--- config.mk ---
export PLATFORM = sky130hd
export DESIGN_NAME = cbpg_param_gen
export DESIGN_NICKNAME = d
export VERILOG_FILES = /design/src/design/cbpg_pkg.sv /design/src/design/cbpg_param_gen.sv
export SDC_FILE = /design/constraint.sdc
export NUM_CORES = 1
export LEC_CHECK = 0
export ABC_CLOCK_PERIOD_IN_PS = 9700
export BUFFER_PORTS_ARGS = -buffer_cell sky130_fd_sc_hd__buf_2
export CAP_MARGIN = 20
export CORE_ASPECT_RATIO = 0.8
export CORE_MARGIN = 2
export CORE_UTILIZATION = 38
export DETAILED_ROUTE_END_ITERATION = 10
export REMOVE_ABC_BUFFERS = 1
export SETUP_SLACK_MARGIN = 0.4
export SYNTH_ARGS = -nofsm -noshare
export SYNTH_HDL_FRONTEND = slang
export SYNTH_SLANG_ARGS = --single-unit
export TNS_END_PERCENT = 10
--- constraint.sdc ---
create_clock -name aclk -period 9.7 [get_ports aclk]
set_clock_uncertainty 0.05 [all_clocks]
set_input_delay 1.455 -clock aclk [delete_from_list [all_inputs] [get_ports aclk]]
set_output_delay 1.455 -clock aclk [all_outputs]
set_load 0.02 [all_outputs]
--- src/design/cbpg_pkg.sv ---
// Shared types, constants and the step table for the cubic Bezier point generator.
// No dependencies; every other design file imports this package.
`default_nettype none

package cbpg_pkg;

    // Default values of the top-level parameters
    localparam int DEF_MAX_SEGMENTS = 63;
    localparam int DEF_COORD_WIDTH  = 16;

    // Fixed widths
    localparam int SEG_W   = 6;   // segment count and point index
    localparam int T_W     = 17;  // t and u, Q0.16 with room for 1.0
    localparam int REM_W   = 6;   // remainder of 65536 / S
    localparam int SQ_W    = 34;  // u*u, u*t, t*t
    localparam int CUBE_W  = 49;  // Q0.48 weight terms, up to 1.0
    localparam int WGT_W   = 25;  // weights rounded to Q0.24, up to 1.0
    localparam int WGT_SH  = 24;  // Q0.48 -> Q0.24 and Q12.28 -> Q12.4
    localparam int NUM_PTS = 8;   // x0,y0,x1,y1,x2,y2,x3,y3

    localparam logic [T_W-1:0] T_ONE = T_W'(65536);

    // Index and last flag that travel beside each curve point
    typedef struct packed {
        logic [SEG_W-1:0] idx;
        logic             last;
    } cbpg_side_t;

    // Sequencer status seen by the top level
    typedef struct packed {
        logic busy;
        logic last;
    } cbpg_gen_status_t;

    typedef logic [3:0][WGT_W-1:0] cbpg_wgt_t;

    // Quotient and remainder of 65536 / S, S = 1..63; packed {quo, rem}
    function automatic logic [T_W+REM_W-1:0] step_div(input logic [SEG_W-1:0] s);
        logic [T_W-1:0]   q;
        logic [REM_W-1:0] r;
        q = '0;
        r = '0;
        case (s)
            6'd1:  begin q = 17'd65536; r = 6'd0;  end
            6'd2:  begin q = 17'd32768; r = 6'd0;  end
            6'd3:  begin q = 17'd21845; r = 6'd1;  end
            6'd4:  begin q = 17'd16384; r = 6'd0;  end
            6'd5:  begin q = 17'd13107; r = 6'd1;  end
            6'd6:  begin q = 17'd10922; r = 6'd4;  end
            6'd7:  begin q = 17'd9362;  r = 6'd2;  end
            6'd8:  begin q = 17'd8192;  r = 6'd0;  end
            6'd9:  begin q = 17'd7281;  r = 6'd7;  end
            6'd10: begin q = 17'd6553;  r = 6'd6;  end
            6'd11: begin q = 17'd5957;  r = 6'd9;  end
            6'd12: begin q = 17'd5461;  r = 6'd4;  end
            6'd13: begin q = 17'd5041;  r = 6'd3;  end
            6'd14: begin q = 17'd4681;  r = 6'd2;  end
            6'd15: begin q = 17'd4369;  r = 6'd1;  end
            6'd16: begin q = 17'd4096;  r = 6'd0;  end
            6'd17: begin q = 17'd3855;  r = 6'd1;  end
            6'd18: begin q = 17'd3640;  r = 6'd16; end
            6'd19: begin q = 17'd3449;  r = 6'd5;  end
            6'd20: begin q = 17'd3276;  r = 6'd16; end
            6'd21: begin q = 17'd3120;  r = 6'd16; end
            6'd22: begin q = 17'd2978;  r = 6'd20; end
            6'd23: begin q = 17'd2849;  r = 6'd9;  end
            6'd24: begin q = 17'd2730;  r = 6'd16; end
            6'd25: begin q = 17'd2621;  r = 6'd11; end
            6'd26: begin q = 17'd2520;  r = 6'd16; end
            6'd27: begin q = 17'd2427;  r = 6'd7;  end
            6'd28: begin q = 17'd2340;  r = 6'd16; end
            6'd29: begin q = 17'd2259;  r = 6'd25; end
            6'd30: begin q = 17'd2184;  r = 6'd16; end
            6'd31: begin q = 17'd2114;  r = 6'd2;  end
            6'd32: begin q = 17'd2048;  r = 6'd0;  end
            6'd33: begin q = 17'd1985;  r = 6'd31; end
            6'd34: begin q = 17'd1927;  r = 6'd18; end
            6'd35: begin q = 17'd1872;  r = 6'd16; end
            6'd36: begin q = 17'd1820;  r = 6'd16; end
            6'd37: begin q = 17'd1771;  r = 6'd9;  end
            6'd38: begin q = 17'd1724;  r = 6'd24; end
            6'd39: begin q = 17'd1680;  r = 6'd16; end
            6'd40: begin q = 17'd1638;  r = 6'd16; end
            6'd41: begin q = 17'd1598;  r = 6'd18; end
            6'd42: begin q = 17'd1560;  r = 6'd16; end
            6'd43: begin q = 17'd1524;  r = 6'd4;  end
            6'd44: begin q = 17'd1489;  r = 6'd20; end
            6'd45: begin q = 17'd1456;  r = 6'd16; end
            6'd46: begin q = 17'd1424;  r = 6'd32; end
            6'd47: begin q = 17'd1394;  r = 6'd18; end
            6'd48: begin q = 17'd1365;  r = 6'd16; end
            6'd49: begin q = 17'd1337;  r = 6'd23; end
            6'd50: begin q = 17'd1310;  r = 6'd36; end
            6'd51: begin q = 17'd1285;  r = 6'd1;  end
            6'd52: begin q = 17'd1260;  r = 6'd16; end
            6'd53: begin q = 17'd1236;  r = 6'd28; end
            6'd54: begin q = 17'd1213;  r = 6'd34; end
            6'd55: begin q = 17'd1191;  r = 6'd31; end
            6'd56: begin q = 17'd1170;  r = 6'd16; end
            6'd57: begin q = 17'd1149;  r = 6'd43; end
            6'd58: begin q = 17'd1129;  r = 6'd54; end
            6'd59: begin q = 17'd1110;  r = 6'd46; end
            6'd60: begin q = 17'd1092;  r = 6'd16; end
            6'd61: begin q = 17'd1074;  r = 6'd22; end
            6'd62: begin q = 17'd1057;  r = 6'd2;  end
            6'd63: begin q = 17'd1040;  r = 6'd16; end
            default: begin q = '0; r = '0; end
        endcase
        return {q, r};
    endfunction

endpackage

`default_nettype wire

--- src/design/cbpg_param_gen.sv ---
// Run sequencer: takes one curve word, then issues t_i = round(i/S) for i = 0..S.
// Depends on cbpg_pkg (step table, side and status types).
`default_nettype none

module cbpg_param_gen #(
    parameter int MAX_SEGMENTS = cbpg_pkg::DEF_MAX_SEGMENTS,
    parameter int COORD_WIDTH  = cbpg_pkg::DEF_COORD_WIDTH
) (
    input  wire logic                                           aclk,
    input  wire logic                                           aresetn,
    input  wire logic                                           adv,
    input  wire logic                                           in_valid,
    output logic                                                in_ready,
    input  wire logic [cbpg_pkg::NUM_PTS*COORD_WIDTH-1:0]       in_pts,
    input  wire logic [cbpg_pkg::SEG_W-1:0]                     in_seg,
    output logic                                                out_valid,
    output logic [cbpg_pkg::T_W-1:0]                            out_t,
    output cbpg_pkg::cbpg_side_t                                out_side,
    output logic [cbpg_pkg::NUM_PTS*COORD_WIDTH-1:0]            out_pts,
    output cbpg_pkg::cbpg_gen_status_t                          status
);
    import cbpg_pkg::*;

    localparam logic [SEG_W-1:0] MAX_SEG = SEG_W'(MAX_SEGMENTS);

    logic                          busy_reg,     busy_next;
    logic                          last_reg,     last_next;
    logic [SEG_W-1:0]              idx_reg,      idx_next;
    logic [SEG_W-1:0]              seg_reg,      seg_next;
    logic [T_W-1:0]                t_reg,        t_next;
    logic [REM_W-1:0]              rem_reg,      rem_next;
    logic [T_W-1:0]                quo_reg,      quo_next;
    logic [REM_W-1:0]              srem_reg,     srem_next;
    logic [NUM_PTS*COORD_WIDTH-1:0] pts_reg,     pts_next;

    logic                          accept;
    logic [SEG_W-1:0]              seg_eff;
    logic [T_W+REM_W-1:0]          div_word;
    logic [REM_W:0]                rem_sum;
    logic                          carry;

    // New run may start while the last point of the current one is issued
    assign in_ready = adv && (!busy_reg || last_reg);
    assign accept   = in_valid && in_ready;
    assign seg_eff  = (in_seg > MAX_SEG) ? MAX_SEG : in_seg;
    assign div_word = step_div(seg_eff);

    // Remainder walk: numerator grows by 65536 per point, one correction at most
    assign rem_sum = {1'b0, rem_reg} + {1'b0, srem_reg};
    assign carry   = (rem_sum >= {1'b0, seg_reg});

    always_comb begin
        busy_next = busy_reg;
        last_next = last_reg;
        idx_next  = idx_reg;
        seg_next  = seg_reg;
        t_next    = t_reg;
        rem_next  = rem_reg;
        quo_next  = quo_reg;
        srem_next = srem_reg;
        pts_next  = pts_reg;
        if (accept) begin
            busy_next = 1'b1;
            last_next = (seg_eff == '0);
            idx_next  = '0;
            seg_next  = seg_eff;
            t_next    = '0;
            rem_next  = seg_eff >> 1;
            quo_next  = div_word[T_W+REM_W-1:REM_W];
            srem_next = div_word[REM_W-1:0];
            pts_next  = in_pts;
        end else if (adv && busy_reg) begin
            if (last_reg) begin
                busy_next = 1'b0;
            end else begin
                idx_next  = idx_reg + 1'b1;
                last_next = ((idx_reg + 1'b1) == seg_reg);
                t_next    = t_reg + quo_reg + T_W'(carry);
                rem_next  = carry ? REM_W'(rem_sum - {1'b0, seg_reg}) : REM_W'(rem_sum);
            end
        end
    end

    always_ff @(posedge aclk) begin
        if (!aresetn) begin
            busy_reg <= 1'b0;
        end else begin
            busy_reg <= busy_next;
        end
        last_reg <= last_next;
        idx_reg  <= idx_next;
        seg_reg  <= seg_next;
        t_reg    <= t_next;
        rem_reg  <= rem_next;
        quo_reg  <= quo_next;
        srem_reg <= srem_next;
        pts_reg  <= pts_next;
    end

    assign out_valid     = busy_reg;
    assign out_t         = t_reg;
    assign out_side.idx  = idx_reg;
    assign out_side.last = last_reg;
    assign out_pts       = pts_reg;
    assign status.busy   = busy_reg;
    assign status.last   = last_reg;

endmodule

`default_nettype wire

==> results.py <==
metrics = {
    "setup_path": {
        "cp_max_fo": 9,
        "crit_path_end_kind": "flip-flop",
        "r2r_cells": 18,
        "r2r_slack_ns": 4.44,
        "r2r_start": "srem_reg[1]",
        "arrival_ns": 5.52,
        "worstPathRequired_ns": 9.96,
        "critPathLaunchType": "flip-flop",
        "timing.rr.end": "out_t[14]",
        "crit_type": "flip-flop to flip-flop",
    },
    "timing": {
        "finalMaxSlewViolations": 0,
        "fin_crit_sh_pct": 54.24,
        "period_needed_ns": 5.261,
        "finalHoldViolCount": 0,
        "slew_headroom_pct": 36.19,
        "rsz0062_at_grt": "no",
        "clock.fmax_mhz": 190.1,
        "setup_tns_ns": 0,
        "setup_viol": 0,
        "tightest_slew_ns": 0.9572,
        "postLayoutSetupSlackWorst_ns": 4.439,
    },
    "synth": {
        "synth_ff_type": "edfxtp_1",
        "syn-cell-area_sq_um": 8763,
        "synth_largest_area_cell": "edfxtp_1",
        "yosys_warnings": 0,
        "synthTopCellsByArea": "edfxtp_1 56%, dfxtp_1 5.7%, ha_1 5.1%, o21ai_0 4.7%, nand2_1 3.3%",
        "synthTopCellsByCount": "163 x edfxtp_1, 83 x o21ai_0, 78 x nand2_1",
        "ys_ff_latch": 188,
        "syn_avg_cell_area_sq_um": 11.76,
        "ys_types": 57,
        "ys_seq_area_share_pct": 61.56,
        "post-synth-top-count-cell": "edfxtp_1",
        "synthCells": 745,
        "synth_edf_count": 163,
        "synth.top_cell.area_share_pct": 55.85,
        "async_reset_ff_share_pct": 0,
    },
    "layout": {
        "final_nets": 1193,
        "syn2layout_area_growth_pct": 26.49,
        "final_cells": 1334,
        "largest_reg_flops": 128,
        "num-fill-cells": 2134,
        "drive_gt1_share_pct": 32.98,
        "diodes": 0,
    },
    "placement": {
        "dpl.cell_count": 1302,
        "routabilityCongestion": 0.8537,
        "dp_hpwl_microns": 17950,
        "pre_cts_ws_ns": 4.504,
        "numPortBuffers": 293,
    },
    "global_routing": {
        "grt_pass1_vias": 6154,
        "grt_pass1_wl_microns": 36330,
        "grt_usage_pct": 19.41,
        "antenna_found_initial": 1,
        "gr-total-overflow": 0,
        "grt_max_degree": 96,
    },
    "clock_tree": {
        "cts_sinks": 188,
        "clk_pin_slew_worst_paths_ns": 0.07,
        "cts_hold_buffers": 0,
        "cts-buffers-inserted": 17,
        "clk_latency_ns": 0.43,
        "cts_root_buffer": "clkbuf_16",
        "htreeDepth": 4,
        "clock_path_buffers": 2,
        "cts_setup_buffers": 0,
        "cts_tree": "done",
        "ctsResizeCount": 0,
    },
    "min_path": {
        "worstHoldStart": "rem_reg[5]",
        "hold_class": "flip-flop to flip-flop",
        "hold_depth": 2,
        "whs_endpoint": "rem_reg[5]",
    },
    "power_and_ir_drop": {
        "p_total_mw": 2.144,
        "p_leak_nw": 4.511,
        "irDropWorstVdd_uv": 105.3,
        "power_density_nw_per_um2": 193.5,
    },
    "detailed_routing": {
        "drcViolationCount": 0,
        "drt_first_pass_iters": 5,
        "drt_iter0_drc": 633,
        "detail_route.wl_per_cell_microns": 18.35,
        "vias": 6915,
        "drt_wl_total_microns": 24480,
        "vias_per_cell": 5.184,
        "ant_nets": 0,
    },
    "floorplanning": {
        "num_rows": 49,
        "floorplan.initialDensity_pct": 38.84,
        "core_area_sq_um": 22560,
        "dieArea_sq_um": 24300,
        "die_width_microns": 173.8,
        "ios": 294,
        "die_y_microns": 139.8,
    },
    "run": {
        "drv_cap": 0,
    },
    "outcome": {
        "status": "finished clean",
    },
}
[layer usage]
| layer | up-vias | wire length [microns] | global-route usage (%) | part of all wire [%] |
|---|---|---|---|---|
| met1 | 3277 | 11090 | 27.87 | 45 |
| met5 | - | 13 | 0 | 0.053 |
| li1 | 3316 | - | - | - |
| met4 | 2 | 312 | 5.042 | 1.3 |
| met2 | 292 | 11420 | 30.07 | 47 |
| met3 | 28 | 1639 | 4.016 | 6.7 |
[worst max-delay path: stages (launching register included)]
cell	delay, ns
edfxtp_1	0.41
ha_1	0.30
a21o_1	0.19
a21oi_1	0.29
xnor2_1	0.20
ha_1	0.31
o21a_1	0.13
o31a_1	0.12
o21a_1	0.18
o31a_1	0.39
or2_4	0.30
fa_1	0.43
fa_1	0.44
a211oi_1	0.23
nor2_1	0.14
a211oi_1	0.34
o21ai_0	0.25
mux2i_1	0.17
a211o_1	0.28
[report_power, final]
part	total, mW	switching, mW	leakage [nW]	internal [mW]
registers	0.964	0.0240	1.72	0.940
logic	0.475	0.286	2.49	0.189
clock network	0.705	0.352	0.296	0.353
total	2.14	0.662	4.51	1.48
[cell families (layout without fill, tap and decap cells)]
family | after synthesis | after routing | share of synthesized area, %
compound gates | 216 | 216 | 15.12
simple gates | 201 | 201 | 10.67
flops | 188 | 188 | 61.56
buf+inv | 69 | 352 | 3.113
fa+ha+maj | 40 | 40 | 6.054
xor+xnor | 24 | 24 | 2.399
mux | 7 | 7 | 1.085
[final cells by class]
class | instances | area (sq um) | share of cell area [%]
Inverter | 22 | 87.58 | 0.7902
Clock inverter | 15 | 191.4 | 1.727
Multi-Input combinational cell | 488 | 3098 | 27.95
Sequential cell | 188 | 5395 | 48.67
Tap cell | 306 | 382.9 | 3.454
Clock buffer | 17 | 425.4 | 3.838
Timing Repair Buffer | 298 | 1504 | 13.57
[placed cells by master, fill, tap and decap left out, drive strengths merged, types with 4 or more instances in the layout]
master	instances
nand2b	7
xor2	11
nor3	12
clkinv	10
dfxtp	25
o22ai	4
o221ai	5
nand3	21
mux2i	5
nor2	43
buf	298
nor2b	12
o21ai	83
o211ai	12
a21o	5
a22o	4
fa	4
clkbuf	17
nand2	79
a211oi	18
inv	27
o21a	12
ha	36
a21oi	47
edfxtp	163
a221oi	4
xnor2	13
and2	6
o31ai	7
[per-stage QoR]
| stage | hold slack (ns) | utilization (%) | cell area [sq um] |
|---|---|---|---|
| floorplan | 0.3818 | - | 8573 |
| global placement | 0.4055 | 46.40 | 10470 |
| detailed placement | 0.4099 | 46.40 | 10470 |
| CTS | 0.4205 | 49.13 | 11080 |
| global route | 0.4578 | 49.13 | 11080 |
| finish | 0.4143 | 49.13 | 11080 |
[how the worst max path moves through the flow]
stage,to,slack [ns],cells after the start,start
2_1_floorplan,rem_reg[0],2.77,4,in_valid
3_3_place_gp,out_t[14],4.66,18,rem_reg[1]
3_5_place_dp,out_t[14],4.50,18,srem_reg[1]
4_1_cts,out_t[14],4.46,18,srem_reg[1]
5_1_grt,out_t[14],4.15,18,srem_reg[1]
6_report,out_t[14],4.44,18,srem_reg[1]
Note: power is estimated with default switching activity, not from simulation.
